File: config.mk
export PLATFORM = sky130hd
export DESIGN_NAME = line_compressed_size_estimator
export DESIGN_NICKNAME = d
export VERILOG_FILES = /design/src/rtl/lcse_pkg.sv /design/src/rtl/lcse_lane.sv /design/src/rtl/lcse_accum.sv /design/src/rtl/lcse_final.sv /design/src/rtl/line_compressed_size_estimator.sv
export SDC_FILE = /design/constraint.sdc
export NUM_CORES = 2
export LEC_CHECK = 0
export BUFFER_PORTS_ARGS = -buffer_cell sky130_fd_sc_hd__buf_2
export CORE_ASPECT_RATIO = 1.2
export CORE_MARGIN = 2
export CORE_UTILIZATION = 30
export CTS_CLUSTER_SIZE = 40
export DETAILED_ROUTE_END_ITERATION = 8
export GPL_TIMING_DRIVEN = 0
export HOLD_SLACK_MARGIN = 0.08
export PLACE_DENSITY_LB_ADDON = 0.15
export SLEW_MARGIN = 30
export SYNTH_ARGS = -nofsm -noshare
export SYNTH_HDL_FRONTEND = slang
export SYNTH_SLANG_ARGS = --single-unit
File: constraint.sdc
create_clock -name clk -period 15.4 [get_ports clk]
set_clock_uncertainty 0.2 [all_clocks]
set_input_delay 3.08 -clock clk [delete_from_list [all_inputs] [get_ports clk]]
set_output_delay 3.08 -clock clk [all_outputs]
set_load 0.01 [all_outputs]
File: src/rtl/lcse_pkg.sv
// shared types and constants for the line compressed-size estimator
// no dependencies; imported by every module of the block
package lcse_pkg;

  localparam int WORDS_PER_BLOCK = 8;
  localparam int MAX_TARGETS     = 4;

  localparam int CNT_W   = $clog2(WORDS_PER_BLOCK);
  localparam int N_W     = $clog2(WORDS_PER_BLOCK + 1);
  localparam int TOTAL_W = 10;
  localparam int SIZE_W  = 7;
  localparam int TGT_W   = 6;
  localparam int SLOT_W  = 2;
  localparam int MODE_W  = 2;
  localparam int COUNT_W = 3;
  localparam int IDX_W   = 3;
  localparam int LANE_W  = 6;

  localparam logic [LANE_W-1:0] PREFIX_BITS = 6'd3;

  // register indexes on the configuration port
  localparam logic [IDX_W-1:0] REG_SIZE_MODE    = 3'd0;
  localparam logic [IDX_W-1:0] REG_TARGET_COUNT = 3'd1;
  localparam logic [IDX_W-1:0] REG_TARGET_0     = 3'd2;
  localparam logic [IDX_W-1:0] REG_TARGET_END   = IDX_W'(2 + MAX_TARGETS);

  // size_mode codes, any other code selects the minimum of both
  localparam logic [MODE_W-1:0] MODE_FPC = 2'd0;
  localparam logic [MODE_W-1:0] MODE_BDI = 2'd1;

  typedef struct packed {
    logic [LANE_W-1:0] bits;
    logic [15:0]       min16;
    logic [15:0]       max16;
  } lane_t;

  typedef struct packed {
    logic [N_W-1:0]     n;
    logic [TOTAL_W-1:0] fpc_total;
    logic               all_zero;
    logic               uniform;
    logic [63:0]        min64;
    logic [63:0]        max64;
    logic [31:0]        min32;
    logic [31:0]        max32;
    logic [15:0]        min16;
    logic [15:0]        max16;
  } snap_t;

  typedef struct packed {
    logic [MODE_W-1:0]                  size_mode;
    logic [COUNT_W-1:0]                 target_count;
    logic [MAX_TARGETS-1:0][TGT_W-1:0]  tgt_size;
  } cfg_t;

endpackage

File: src/rtl/lcse_lane.sv
// one 32-bit lane: frequent-pattern bit count plus min/max of its 16-bit halves
// depends on lcse_pkg
module lcse_lane (
  input  logic [31:0]    half,
  output lcse_pkg::lane_t info
);
  import lcse_pkg::*;

  logic              fits4, fits8, fits16, bytes_eq, lo_zero, hb0, hb1;
  logic [LANE_W-1:0] payload;

  assign fits4    = (&half[31:3]) || ~(|half[31:3]);
  assign fits8    = (&half[31:7]) || ~(|half[31:7]);
  assign fits16   = (&half[31:15]) || ~(|half[31:15]);
  assign bytes_eq = (half[31:24] == half[7:0]) && (half[23:16] == half[7:0]) &&
                    (half[15:8] == half[7:0]);
  assign lo_zero  = (half[15:0] == 16'h0000);
  // each halfword is a sign-extended byte
  assign hb0      = (&half[15:7]) || ~(|half[15:7]);
  assign hb1      = (&half[31:23]) || ~(|half[31:23]);

  always_comb begin
    if (half == 32'h0) begin
      payload = 6'd0;
    end else if (fits4) begin
      payload = 6'd4;
    end else if (bytes_eq || fits8) begin
      payload = 6'd8;
    end else if (fits16 || lo_zero || (hb0 && hb1)) begin
      payload = 6'd16;
    end else begin
      payload = 6'd32;
    end
  end

  assign info.bits  = payload + PREFIX_BITS;
  assign info.min16 = (half[15:0] < half[31:16]) ? half[15:0] : half[31:16];
  assign info.max16 = (half[15:0] > half[31:16]) ? half[15:0] : half[31:16];

endmodule

File: src/rtl/lcse_accum.sv
// per-block running state: two lanes feed the bit total and the min/max trackers
// depends on lcse_pkg and lcse_lane
module lcse_accum (
  input  logic            clk,
  input  logic            rst,
  input  logic            fire,
  input  logic [63:0]     data_word,
  input  logic            last_word,
  output logic            close,
  output lcse_pkg::snap_t snap
);
  import lcse_pkg::*;

  logic [CNT_W-1:0]   word_counter;
  logic [TOTAL_W-1:0] fpc_bit_total;
  logic               all_zero_mark;
  logic               uniform_mark;
  logic [63:0]        first_word_value;
  logic [63:0]        min64, max64;
  logic [31:0]        min32, max32;
  logic [15:0]        min16, max16;

  lane_t              lane [2];
  logic               first;
  logic [31:0]        lo, hi, w_min32, w_max32;
  logic [15:0]        w_min16, w_max16;
  logic [N_W-1:0]     n;

  assign lo = data_word[31:0];
  assign hi = data_word[63:32];

  lcse_lane u_lane_lo (.half(lo), .info(lane[0]));
  lcse_lane u_lane_hi (.half(hi), .info(lane[1]));

  assign first   = (word_counter == '0);
  assign n       = N_W'(word_counter) + N_W'(1);
  assign close   = last_word || (n == N_W'(WORDS_PER_BLOCK));

  // merge the lanes before folding into the trackers
  assign w_min32 = (lo < hi) ? lo : hi;
  assign w_max32 = (lo > hi) ? lo : hi;
  assign w_min16 = (lane[0].min16 < lane[1].min16) ? lane[0].min16 : lane[1].min16;
  assign w_max16 = (lane[0].max16 > lane[1].max16) ? lane[0].max16 : lane[1].max16;

  always_comb begin
    snap.n         = n;
    snap.fpc_total = (first ? '0 : fpc_bit_total) + TOTAL_W'(lane[0].bits) +
                     TOTAL_W'(lane[1].bits);
    snap.all_zero  = (first || all_zero_mark) && (data_word == 64'h0);
    snap.uniform   = first || (uniform_mark && (data_word == first_word_value));
    snap.min64     = (first || data_word < min64) ? data_word : min64;
    snap.max64     = (first || data_word > max64) ? data_word : max64;
    snap.min32     = (first || w_min32 < min32) ? w_min32 : min32;
    snap.max32     = (first || w_max32 > max32) ? w_max32 : max32;
    snap.min16     = (first || w_min16 < min16) ? w_min16 : min16;
    snap.max16     = (first || w_max16 > max16) ? w_max16 : max16;
  end

  always_ff @(posedge clk) begin
    if (rst) begin
      word_counter  <= '0;
      fpc_bit_total <= '0;
      all_zero_mark <= 1'b1;
      uniform_mark  <= 1'b1;
    end else if (fire) begin
      word_counter  <= close ? '0 : n[CNT_W-1:0];
      fpc_bit_total <= snap.fpc_total;
      all_zero_mark <= snap.all_zero;
      uniform_mark  <= snap.uniform;
    end
  end

  always_ff @(posedge clk) begin
    if (fire) begin
      if (first) begin
        first_word_value <= data_word;
      end
      min64 <= snap.min64;
      max64 <= snap.max64;
      min32 <= snap.min32;
      max32 <= snap.max32;
      min16 <= snap.min16;
      max16 <= snap.max16;
    end
  end

endmodule

File: src/rtl/lcse_final.sv
// closing pipeline: spans, FPC/BDI sizes, mode select, target quantization
// depends on lcse_pkg; fed by lcse_accum through the top level
module lcse_final (
  input  logic                           clk,
  input  logic                           rst,
  input  logic                           snap_valid,
  input  lcse_pkg::snap_t                snap,
  output logic                           snap_ready,
  input  lcse_pkg::cfg_t                 cfg,
  output logic                           result_valid,
  input  logic                           result_stall,
  output logic [lcse_pkg::SIZE_W-1:0]    enc_size,
  output logic [lcse_pkg::SIZE_W-1:0]    alloc_size,
  output logic [lcse_pkg::SLOT_W-1:0]    target_slot,
  output logic                           fits_target
);
  import lcse_pkg::*;

  function automatic logic [SIZE_W-1:0] min_sz(input logic [SIZE_W-1:0] a,
                                               input logic [SIZE_W-1:0] b);
    return (a < b) ? a : b;
  endfunction

  logic ready_b, ready_c, ready_o;
  logic valid_a, valid_b, valid_c;

  // stage a: closed block snapshot
  snap_t a_snap;

  // stage b: span flags and fpc size
  logic [N_W-1:0]    b_n;
  logic [SIZE_W-1:0] b_blk, b_fpc;
  logic              b_zero, b_equal;
  logic              b_s64_8, b_s64_16, b_s64_32, b_s32_8, b_s32_16, b_s16_8;

  // stage c: selected encoded size
  logic [SIZE_W-1:0] c_blk, c_enc;

  logic [63:0]       s64;
  logic [31:0]       s32;
  logic [15:0]       s16;
  logic [SIZE_W-1:0] a_blk, fpc_bytes, bdi, n7, enc_next;
  logic [TOTAL_W:0]  fpc_round;
  logic [COUNT_W-1:0] cnt;
  logic [MAX_TARGETS-1:0] usable;
  logic [SIZE_W-1:0] alloc_next;
  logic [SLOT_W-1:0] slot_next;
  logic              found;

  assign ready_o    = !result_valid || !result_stall;
  assign ready_c    = !valid_c || ready_o;
  assign ready_b    = !valid_b || ready_c;
  assign snap_ready = !valid_a || ready_b;

  always_ff @(posedge clk) begin
    if (rst) begin
      valid_a      <= 1'b0;
      valid_b      <= 1'b0;
      valid_c      <= 1'b0;
      result_valid <= 1'b0;
    end else begin
      valid_a      <= (snap_valid && snap_ready) || (valid_a && !ready_b);
      valid_b      <= (valid_a && ready_b) || (valid_b && !ready_c);
      valid_c      <= (valid_b && ready_c) || (valid_c && !ready_o);
      result_valid <= (valid_c && ready_o) || (result_valid && result_stall);
    end
  end

  // stage b logic
  assign s64       = a_snap.max64 - a_snap.min64;
  assign s32       = a_snap.max32 - a_snap.min32;
  assign s16       = a_snap.max16 - a_snap.min16;
  assign a_blk     = {a_snap.n, 3'b000};
  assign fpc_round = {1'b0, a_snap.fpc_total} + (TOTAL_W + 1)'(7);
  assign fpc_bytes = min_sz(SIZE_W'(fpc_round >> 3), a_blk);

  // stage c logic
  assign n7 = SIZE_W'(b_n);
  always_comb begin
    bdi = b_blk;
    if (b_zero)   bdi = 7'd1;
    if (b_equal)  bdi = min_sz(bdi, 7'd8);
    if (b_s64_8)  bdi = min_sz(bdi, 7'd8 + n7);
    if (b_s64_16) bdi = min_sz(bdi, 7'd8 + (n7 << 1));
    if (b_s64_32) bdi = min_sz(bdi, 7'd8 + (n7 << 2));
    if (b_s32_8)  bdi = min_sz(bdi, 7'd4 + (n7 << 1));
    if (b_s32_16) bdi = min_sz(bdi, 7'd4 + (n7 << 2));
    if (b_s16_8)  bdi = min_sz(bdi, 7'd2 + (n7 << 2));
    case (cfg.size_mode)
      MODE_FPC: enc_next = b_fpc;
      MODE_BDI: enc_next = bdi;
      default:  enc_next = min_sz(b_fpc, bdi);
    endcase
  end

  // output stage: first usable slot in order wins
  assign cnt = (cfg.target_count > COUNT_W'(MAX_TARGETS)) ? COUNT_W'(MAX_TARGETS)
                                                          : cfg.target_count;
  always_comb begin
    for (int i = 0; i < MAX_TARGETS; i++) begin
      usable[i] = (COUNT_W'(i) < cnt) &&
                  (SIZE_W'(cfg.tgt_size[i]) < c_blk) &&
                  (c_enc <= SIZE_W'(cfg.tgt_size[i]));
    end
    found      = (c_enc < c_blk) && (|usable);
    alloc_next = c_blk;
    slot_next  = '0;
    if (c_enc < c_blk) begin
      for (int i = MAX_TARGETS - 1; i >= 0; i--) begin
        if (usable[i]) begin
          alloc_next = SIZE_W'(cfg.tgt_size[i]);
          slot_next  = SLOT_W'(i);
        end
      end
    end
  end

  always_ff @(posedge clk) begin
    if (snap_valid && snap_ready) begin
      a_snap <= snap;
    end
    if (valid_a && ready_b) begin
      b_n      <= a_snap.n;
      b_blk    <= a_blk;
      b_fpc    <= fpc_bytes;
      b_zero   <= a_snap.all_zero;
      b_equal  <= a_snap.uniform;
      b_s64_8  <= (s64[63:8] == '0);
      b_s64_16 <= (s64[63:16] == '0);
      b_s64_32 <= (s64[63:32] == '0);
      b_s32_8  <= (s32[31:8] == '0);
      b_s32_16 <= (s32[31:16] == '0);
      b_s16_8  <= (s16[15:8] == '0);
    end
    if (valid_b && ready_c) begin
      c_blk <= b_blk;
      c_enc <= enc_next;
    end
    if (valid_c && ready_o) begin
      enc_size    <= c_enc;
      alloc_size  <= alloc_next;
      target_slot <= slot_next;
      fits_target <= found;
    end
  end

  a_fits_covers_enc: assert property (@(posedge clk) disable iff (rst)
    result_valid && fits_target |-> enc_size <= alloc_size)
    else $error("chosen target smaller than encoded size");

  a_enc_range: assert property (@(posedge clk) disable iff (rst)
    result_valid |-> (enc_size != '0) && (enc_size <= 7'd64))
    else $error("encoded size out of range");

  a_slot_zero: assert property (@(posedge clk) disable iff (rst)
    result_valid && !fits_target |-> target_slot == '0)
    else $error("slot set without a target");

  a_snap_hold: assert property (@(posedge clk) disable iff (rst)
    valid_a && !ready_b |=> valid_a && $stable(a_snap))
    else $error("held snapshot changed");

endmodule

File: src/rtl/line_compressed_size_estimator.sv
// Compressed-size estimator for one memory block (FPC and base-delta sizing).
// Word channel: word_valid/word_stall carry data_word (byte zero in bits 7:0) and
// last_word; a transfer happens when word_valid is high and word_stall is low.
// One word per unstalled cycle; a block ends on last_word or after eight words.
// Result channel: result_valid/result_stall carry enc_size, alloc_size,
// target_slot and fits_target, one result per block, none for other words.
// From the transfer of the block's closing word the result passes the snapshot,
// span compare, size select and target select registers.
// Throughput: one word per cycle while word_stall is low, set by the per-word
// tracker update; blocks may follow one another back to back.
// While the receiver stalls, the shown result and up to three closed blocks
// behind it wait; once the snapshot stage is full and cannot move on,
// word_stall rises for every word until the receiver takes a result.
// Configuration: cfg_valid/cfg_ready with cfg_index and cfg_data, always ready;
// registers are read after a block closes, write them only while idle.
// Reset (rst, synchronous): empty pipeline, block state cleared, size_mode 0,
// target_count 0, all target sizes 1.
// depends on lcse_pkg, lcse_accum, lcse_final
module line_compressed_size_estimator (
  input  logic                         clk,
  input  logic                         rst,
  input  logic                         word_valid,
  output logic                         word_stall,
  input  logic [63:0]                  data_word,
  input  logic                         last_word,
  output logic                         result_valid,
  input  logic                         result_stall,
  output logic [lcse_pkg::SIZE_W-1:0]  enc_size,
  output logic [lcse_pkg::SIZE_W-1:0]  alloc_size,
  output logic [lcse_pkg::SLOT_W-1:0]  target_slot,
  output logic                         fits_target,
  input  logic                         cfg_valid,
  output logic                         cfg_ready,
  input  logic [lcse_pkg::IDX_W-1:0]   cfg_index,
  input  logic [lcse_pkg::TGT_W-1:0]   cfg_data
);
  import lcse_pkg::*;

  cfg_t  cfg;
  snap_t snap;
  logic  word_fire, close, snap_ready;

  assign cfg_ready  = 1'b1;
  assign word_stall = !snap_ready;
  assign word_fire  = word_valid && !word_stall;

  always_ff @(posedge clk) begin
    if (rst) begin
      cfg.size_mode    <= MODE_FPC;
      cfg.target_count <= '0;
      for (int i = 0; i < MAX_TARGETS; i++) begin
        cfg.tgt_size[i] <= TGT_W'(1);
      end
    end else if (cfg_valid && cfg_ready) begin
      case (cfg_index)
        REG_SIZE_MODE:    cfg.size_mode    <= cfg_data[MODE_W-1:0];
        REG_TARGET_COUNT: cfg.target_count <= cfg_data[COUNT_W-1:0];
        default: begin
          if (cfg_index >= REG_TARGET_0 && cfg_index < REG_TARGET_END) begin
            cfg.tgt_size[SLOT_W'(cfg_index - REG_TARGET_0)] <= cfg_data;
          end
        end
      endcase
    end
  end

  lcse_accum u_accum (
    .clk       (clk),
    .rst       (rst),
    .fire      (word_fire),
    .data_word (data_word),
    .last_word (last_word),
    .close     (close),
    .snap      (snap)
  );

  lcse_final u_final (
    .clk          (clk),
    .rst          (rst),
    .snap_valid   (word_fire && close),
    .snap         (snap),
    .snap_ready   (snap_ready),
    .cfg          (cfg),
    .result_valid (result_valid),
    .result_stall (result_stall),
    .enc_size     (enc_size),
    .alloc_size   (alloc_size),
    .target_slot  (target_slot),
    .fits_target  (fits_target)
  );

endmodule

Yosys cells after proc, flatten, opt, wreduce, memory -nomap -nowiden
Cells that the tools add are included.
Widths: inputs -> output; s select.
{"block": "word_totals", "reg_bits": 623, "in_bits": 79, "out_inout_bits": 20, "wordCells": 296}
{"block": "classes", "n_addsub": 16, "magnitude_cmp": 41, "n_eq_ne": 10, "mux": 54, "bitwise_logic": 12, "n_reduce_logical": 113}
{"cell": "$mux 7", "count": 22}
{"cell": "$mux 16", "count": 8}
{"cell": "$mux 32", "count": 4}
{"cell": "$mux 64", "count": 2}
{"cell": "$logic_not 32->1", "count": 3}
{"cell": "$eq 64x64->1", "count": 1}
{"cell": "$gt 16x16->1", "count": 4}
{"cell": "$gt 32x32->1", "count": 2}
{"cell": "$gt 64x64->1", "count": 1}
{"cell": "$logic_not 64->1", "count": 1}
{"cell": "$lt 16x16->1", "count": 4}
{"cell": "$lt 32x32->1", "count": 2}
{"cell": "$lt 64x64->1", "count": 1}
{"cell": "$sub 64x64->64", "count": 1}
{"cell": "$lt 7x7->1", "count": 9}
{"cell": "$reduce_and 29->1", "count": 2}
{"cell": "$reduce_or 29->1", "count": 2}
{"cell": "$logic_not 56->1", "count": 1}
{"cell": "$mux 6", "count": 9}
{"cell": "$reduce_and 25->1", "count": 2}
{"cell": "$reduce_or 25->1", "count": 2}
{"cell": "$eq 8x8->1", "count": 6}
{"cell": "$logic_not 16->1", "count": 3}
{"cell": "$logic_not 48->1", "count": 1}
{"cell": "50 further kinds", "count": 153}

Longest topological paths before layout
{"block": "logic_depth", "ltp_word": 25, "mapped_depth": 55, "ltp_nobuf": 54}

Cells and area by module
Synthesis repeated with hierarchy kept, for this count alone.
{"block": "hier_totals", "cells_unflattened": 4086, "hier_area_um2": 43379.1}
{"module": "lcse_accum", "instances": 1, "cells_each": 2001, "area_per_inst_um2": 21991.1, "seq_area_each_um2": 8948.6}
{"module": "lcse_final", "instances": 1, "cells_each": 1639, "area_per_inst_um2": 17804.6, "seq_area_each_um2": 8698.3}
{"module": "lcse_lane", "instances": 2, "cells_each": 158, "area_per_inst_um2": 1159.9, "seq_area_each_um2": 0.0}
{"module": "line_compressed_size_estimator", "instances": 1, "cells_each": 130, "area_per_inst_um2": 1263.7, "seq_area_each_um2": 580.6}

Least setup slack after synthesis
OpenSTA, ideal clock, no wires.
{"block": "synth_path", "path_type": "input port to flip-flop", "start": "input result_stall", "end": "register u_final.a_snap, in the netlist u_final.a_blk[3], enable pin", "setup_ns": 0.846, "arrival_time_ns": 13.521, "required_ns": 14.354, "path_slack_ns": 0.833, "path_stages": 4, "path_buffers": 0, "cell_sequence": "and3_1 -> nand3_1 -> nand2_1 -> nor2_1"}
{"block": "synth_via", "elab_chain_len": 8}
{"element": "start, declared", "line_no": "line_compressed_size_estimator.sv:27", "source": "input logic result_stall,"}
{"element": "$logic_not 1->1 *", "line_no": "lcse_final.sv:50", "source": "assign ready_o = !result_valid || !result_stall;"}
{"element": "$logic_or 1x1->1 *", "line_no": "lcse_final.sv:50"}
{"element": "$logic_or 1x1->1 *", "line_no": "lcse_final.sv:51", "source": "assign ready_c = !valid_c || ready_o;"}
{"element": "$logic_or 1x1->1 *", "line_no": "lcse_final.sv:52", "source": "assign ready_b = !valid_b || ready_c;"}
{"element": "$logic_or 1x1->1 *", "line_no": "lcse_final.sv:53", "source": "assign snap_ready = !valid_a || ready_b;"}
{"element": "$logic_and 1x1->1", "line_no": "line_compressed_size_estimator.sv:45", "source": "assign word_fire = word_valid && !word_stall;"}
{"element": "$logic_and 1x1->1", "line_no": "line_compressed_size_estimator.sv:80", "source": ".snap_valid (word_fire && close),"}
{"element": "$logic_and 1x1->1 *", "line_no": "lcse_final.sv:119", "source": "if (snap_valid && snap_ready) begin"}
{"element": "end signal, assigned", "line_no": "lcse_final.sv:120", "source": "a_snap <= snap;"}
{"element": "end, declared", "line_no": "lcse_final.sv:28", "source": "snap_t a_snap;"}
Mark *: on every way between the ends. The rest lies on a longest branch, timed or not.
A chain may end at the register's enable or synchronous reset.

==> summary.txt <==
Run status
  – Status: finished, final reports clean

Floorplan
  – Core ar.: 139,000 µm²
  – Starting density of the core: 0.302
  – Die area: 143,000 µm²
  – Site Rows: 150
  – Ports: 99
  – Die span in y: 414 µm
  – DIE WIDTH: 346 µm

Synthesis
  – #FFs+latches synth: around 620
  – Mapped Nets: roughly 4.6k
  – Post-synth EDFFs: between 500 and 600
  – Avg Inst Size Synth: 10.5 µm²
  – Distinct cells, synth: 90
  – Async S/R FF share, synth: 0
  – Seq/Total Area, Yosys: 0.433
  – Ys flop type: edfxtp_1
  – Synth warn: 0
  – Cell Area, Synth: 42,100 µm²
  – Syn Inst Count: 4,001

Global route
  – Busiest grt layer: met2
  – Largest net degree at the start of global routing: 27
  – Met2 Use GR: 0.342
  – Vias in the first global route: 31.6k
  – Overall global routing resource usage: 0.199
  – Initial antenna violation count: 19
  – Grt total ovfl: 0
  – Grt met3 use: 0.0328
  – First-pass GRT wire length: 212 mm
  – Met1 Usage GRT: 0.251

Pwr
  – Clock share of power: 0.366
  – Sequential share of power: 0.399
  – Psw: 1590 µW
  – VDD IR max: about 0.082 mV
  – Lkg Pwr: 0.0202 µW
  – Switch share: 0.306
  – Comb pwr share: 0.235
  – Power Density: 108 nW/µm²
  – Pint: 3600 µW

Setup path
  – Crit Path Category: primary input to flip-flop
  – CP Data Required Time: 15.64 ns
  – Crit-path max FO: 10
  – Critical-path top delay cell: clkbuf_1
  – Crit-path max cell delay: about 0.65 ns
  – Worst r2r path cells: 50
  – Worst Setup End Kind: flip-flop
  – Most used cell, CP: o21a_1
  – Arr. time, crit path: 14.04 ns
  – Crit start category: primary input

Detailed routing
  – Via count: between 30k and 40k
  – DR vias/cell: 5.20
  – Drt initial violations: 2,260
  – DRC viols: 0
  – 1st-pass router iterations: 7
  – Antenna viol nets, final: 0
  – WL/cell: 23.8 µm
  – Routed WL: around 150 mm

Clock network
  – Worst-path clk slew: 0.06 ns
  – CTS buffer count: 77
  – # Post-CTS Setup Buffers: 0
  – Clk Latency, worst-skew pair: approximately 0.70 ns
  – Clk sinks: 623
  – Clk buf depth: 3
  – CTS resizes: 0
  – Root buffer cell: clkbuf_16
  – CTS HTree Levels: 3
  – TritonCTS clock tree: yes
  – Hold buffers post-CTS: 0

Placed design
  – Dpl cell area: between 40,000 and 50,000 µm²
  – Hpwl dp: 113 mm
  – Placed insts: 5,950
  – Port Buffers: 96
  – Final Wtd Congestion: 0.894

Timing
  – Max Fclk: around 72 MHz
  – Final hold slack: 0.219 ns
  – RSZ-0062 raised after global routing: no
  – Setup violators final: 0
  – Worst-Margin Slew: 0.955 ns
  – Final Hold Fails: 0
  – Max transition margin: 0.347
  – Minimum clock period: 13.81 ns
  – Final period util: 0.896
  – Max Slew Vio Count: 0

Finish
  – Area growth syn-to-layout: 14.6%
  – # fillers: 14.1k
  – Post-Layout Cell Count: slightly above 6k
  – Share of cells above drive strength 1: 0.107
  – Fin util: 0.347
  – Post-route cell area: 48,300 µm²
  – Final #Nets: 4,795

Job
  – Max Cap Viol: 0

Min path
  – Hold depth: 0
  – Hold Path Class: flip-flop to flip-flop
[layer usage]
metal | up-vias | wire (µm)
li1 | 15200 | -
met1 | 15400 | 61700
met2 | 849 | 70100
met3 | 252 | 8370
met4 | 12 | 5050
met5 | - | 77
[cell families (layout without fill, tap and decap cells)]
logic type / Yosys count / after routing / share of synthesized area
AO/OA/AOI/OAI: 854 / 854 / 0.132
adder cells (fa/ha/maj): 510 / 510 / 0.152
multiplexers: 384 / 384 / 0.0969
buffers and inverters: 628 / 894 / 0.0566
XOR/XNOR: 86 / 86 / 0.0179
AND/OR/NAND/NOR: 915 / 915 / 0.111
other: 1 / 7 / 0.0000891
flip-flops: 623 / 623 / 0.433
[layout by cell type (no fill, tap or decap), types with 104 or more instances in the layout]
cell type  instances
edfxtp_1         575
nand2_1          187
o21ai_0          183
a21o_1           125
ha_1             505
a21oi_1          237
inv_1            497
buf_2            104
nor2_1           211
clkbuf_1         118
nand4_1          120
mux2i_1          229
mux2_2           141
[power groups by stage]
stage               Combinational [µW]  Sequential [µW]  Clock, µW
global route                      1350             2090       2010
detailed placement                1210             2110          0
finish                            1220             2070       1900
CTS                               1220             2070       1950
floorplan                          806             2110          0
global placement                  1180             2140          0
[final timing paths]
path | from | to | slack (ns)
worst min-delay path | u_final.a_snap[224] | u_final.b_equal | 0.22
worst min register to register | u_final.a_snap[224] | u_final.b_equal | 0.22
worst max-delay path | data_word[62] | u_final.a_snap[8] | 1.59
worst max register to register | u_final.b_n[1] | u_final.c_enc[0] | 2.45
[worst max-delay path: cells and delay by family]
| family | cells | cell delay (ns) |
|---|---|---|
| multiplexers | 3 | 1.16 |
| AND/OR/NAND/NOR | 7 | 1.18 |
| AO/OA/AOI/OAI | 19 | 4.19 |
| adder cells (fa/ha/maj) | 3 | 1.04 |
| buffers and inverters | 7 | 3.38 |
[registers in the layout (all words and copies together) (netlist names), 2 cells and up]
register	count
u_accum.min16	16
cfg	29
u_accum.max64	64
u_final.b_n	4
u_final.a_snap	236
u_accum.first_word_value	64
u_final.c_enc	7
u_final.enc_size	7
u_accum.min64	64
u_accum.word_counter	3
u_accum.fpc_bit_total	10
u_final.a_blk	4
u_final.b_fpc	7
u_accum.max32	32
u_accum.max16	16
u_final.c_blk	4
u_final.alloc_size	7
u_accum.min32	32
u_final.target_slot	2
[synth_stat cells, types with 11 or more instances]
| cell | number | area [µm²] |
|---|---|---|
| a2111oi_0 | 16 | 140 |
| a211o_1 | 13 | 114 |
| a211oi_1 | 29 | 218 |
| a21boi_0 | 12 | 90.1 |
| a21o_1 | 125 | 938 |
| a21oi_1 | 237 | 1190 |
| a221oi_1 | 12 | 105 |
| a31oi_1 | 14 | 87.6 |
| and2_1 | 11 | 68.8 |
| and3_1 | 27 | 169 |
| and4_1 | 11 | 96.3 |
| clkbuf_1 | 110 | 413 |
| dfxtp_1 | 48 | 961 |
| edfxtp_1 | 575 | 17300 |
| ha_1 | 505 | 6320 |
| inv_1 | 497 | 1870 |
| mux2_2 | 141 | 1590 |
| mux2i_1 | 229 | 2290 |
| nand2_1 | 187 | 702 |
| nand2b_1 | 46 | 288 |
| nand3_1 | 63 | 315 |
| nand4_1 | 120 | 751 |
| nor2_1 | 213 | 800 |
| nor2b_1 | 69 | 432 |
| nor3_1 | 66 | 330 |
| nor4_1 | 47 | 294 |
| o211ai_1 | 21 | 158 |
| o21a_1 | 60 | 450 |
| o21ai_0 | 183 | 916 |
| o22ai_1 | 18 | 113 |
| or2_2 | 12 | 75.1 |
| or3_1 | 16 | 100 |
| xnor2_1 | 30 | 263 |
| xor2_1 | 56 | 490 |
[final cells by class]
class                           count  area, µm²  area share
Antenna cell                        6       15.0    0.000311
Buffer                            124        498      0.0103
Clock buffer                       90       1990      0.0411
Clock inverter                     50        596      0.0123
Inverter                          504       1890      0.0392
Multi-Input combinational cell   2750      21600       0.447
Sequential cell                   623      18200       0.378
Tap cell                         1824       2280      0.0473
Timing Repair Buffer              126       1190      0.0248
[through the flow]
step | worst slack (ns) | power, µW | setup TNS, ns
2_1_floorplan | 0.833 | 2920 | 0
3_3_place_gp | -6.28 | 3320 | -1590.04
3_5_place_dp | 1.29 | 3320 | 0
4_1_cts | 1.99 | 5250 | 0
5_1_grt | 1.13 | 5450 | 0
6_report | 1.59 | 5190 | 0
No activity file was read; power rests on OpenSTA's default activity.
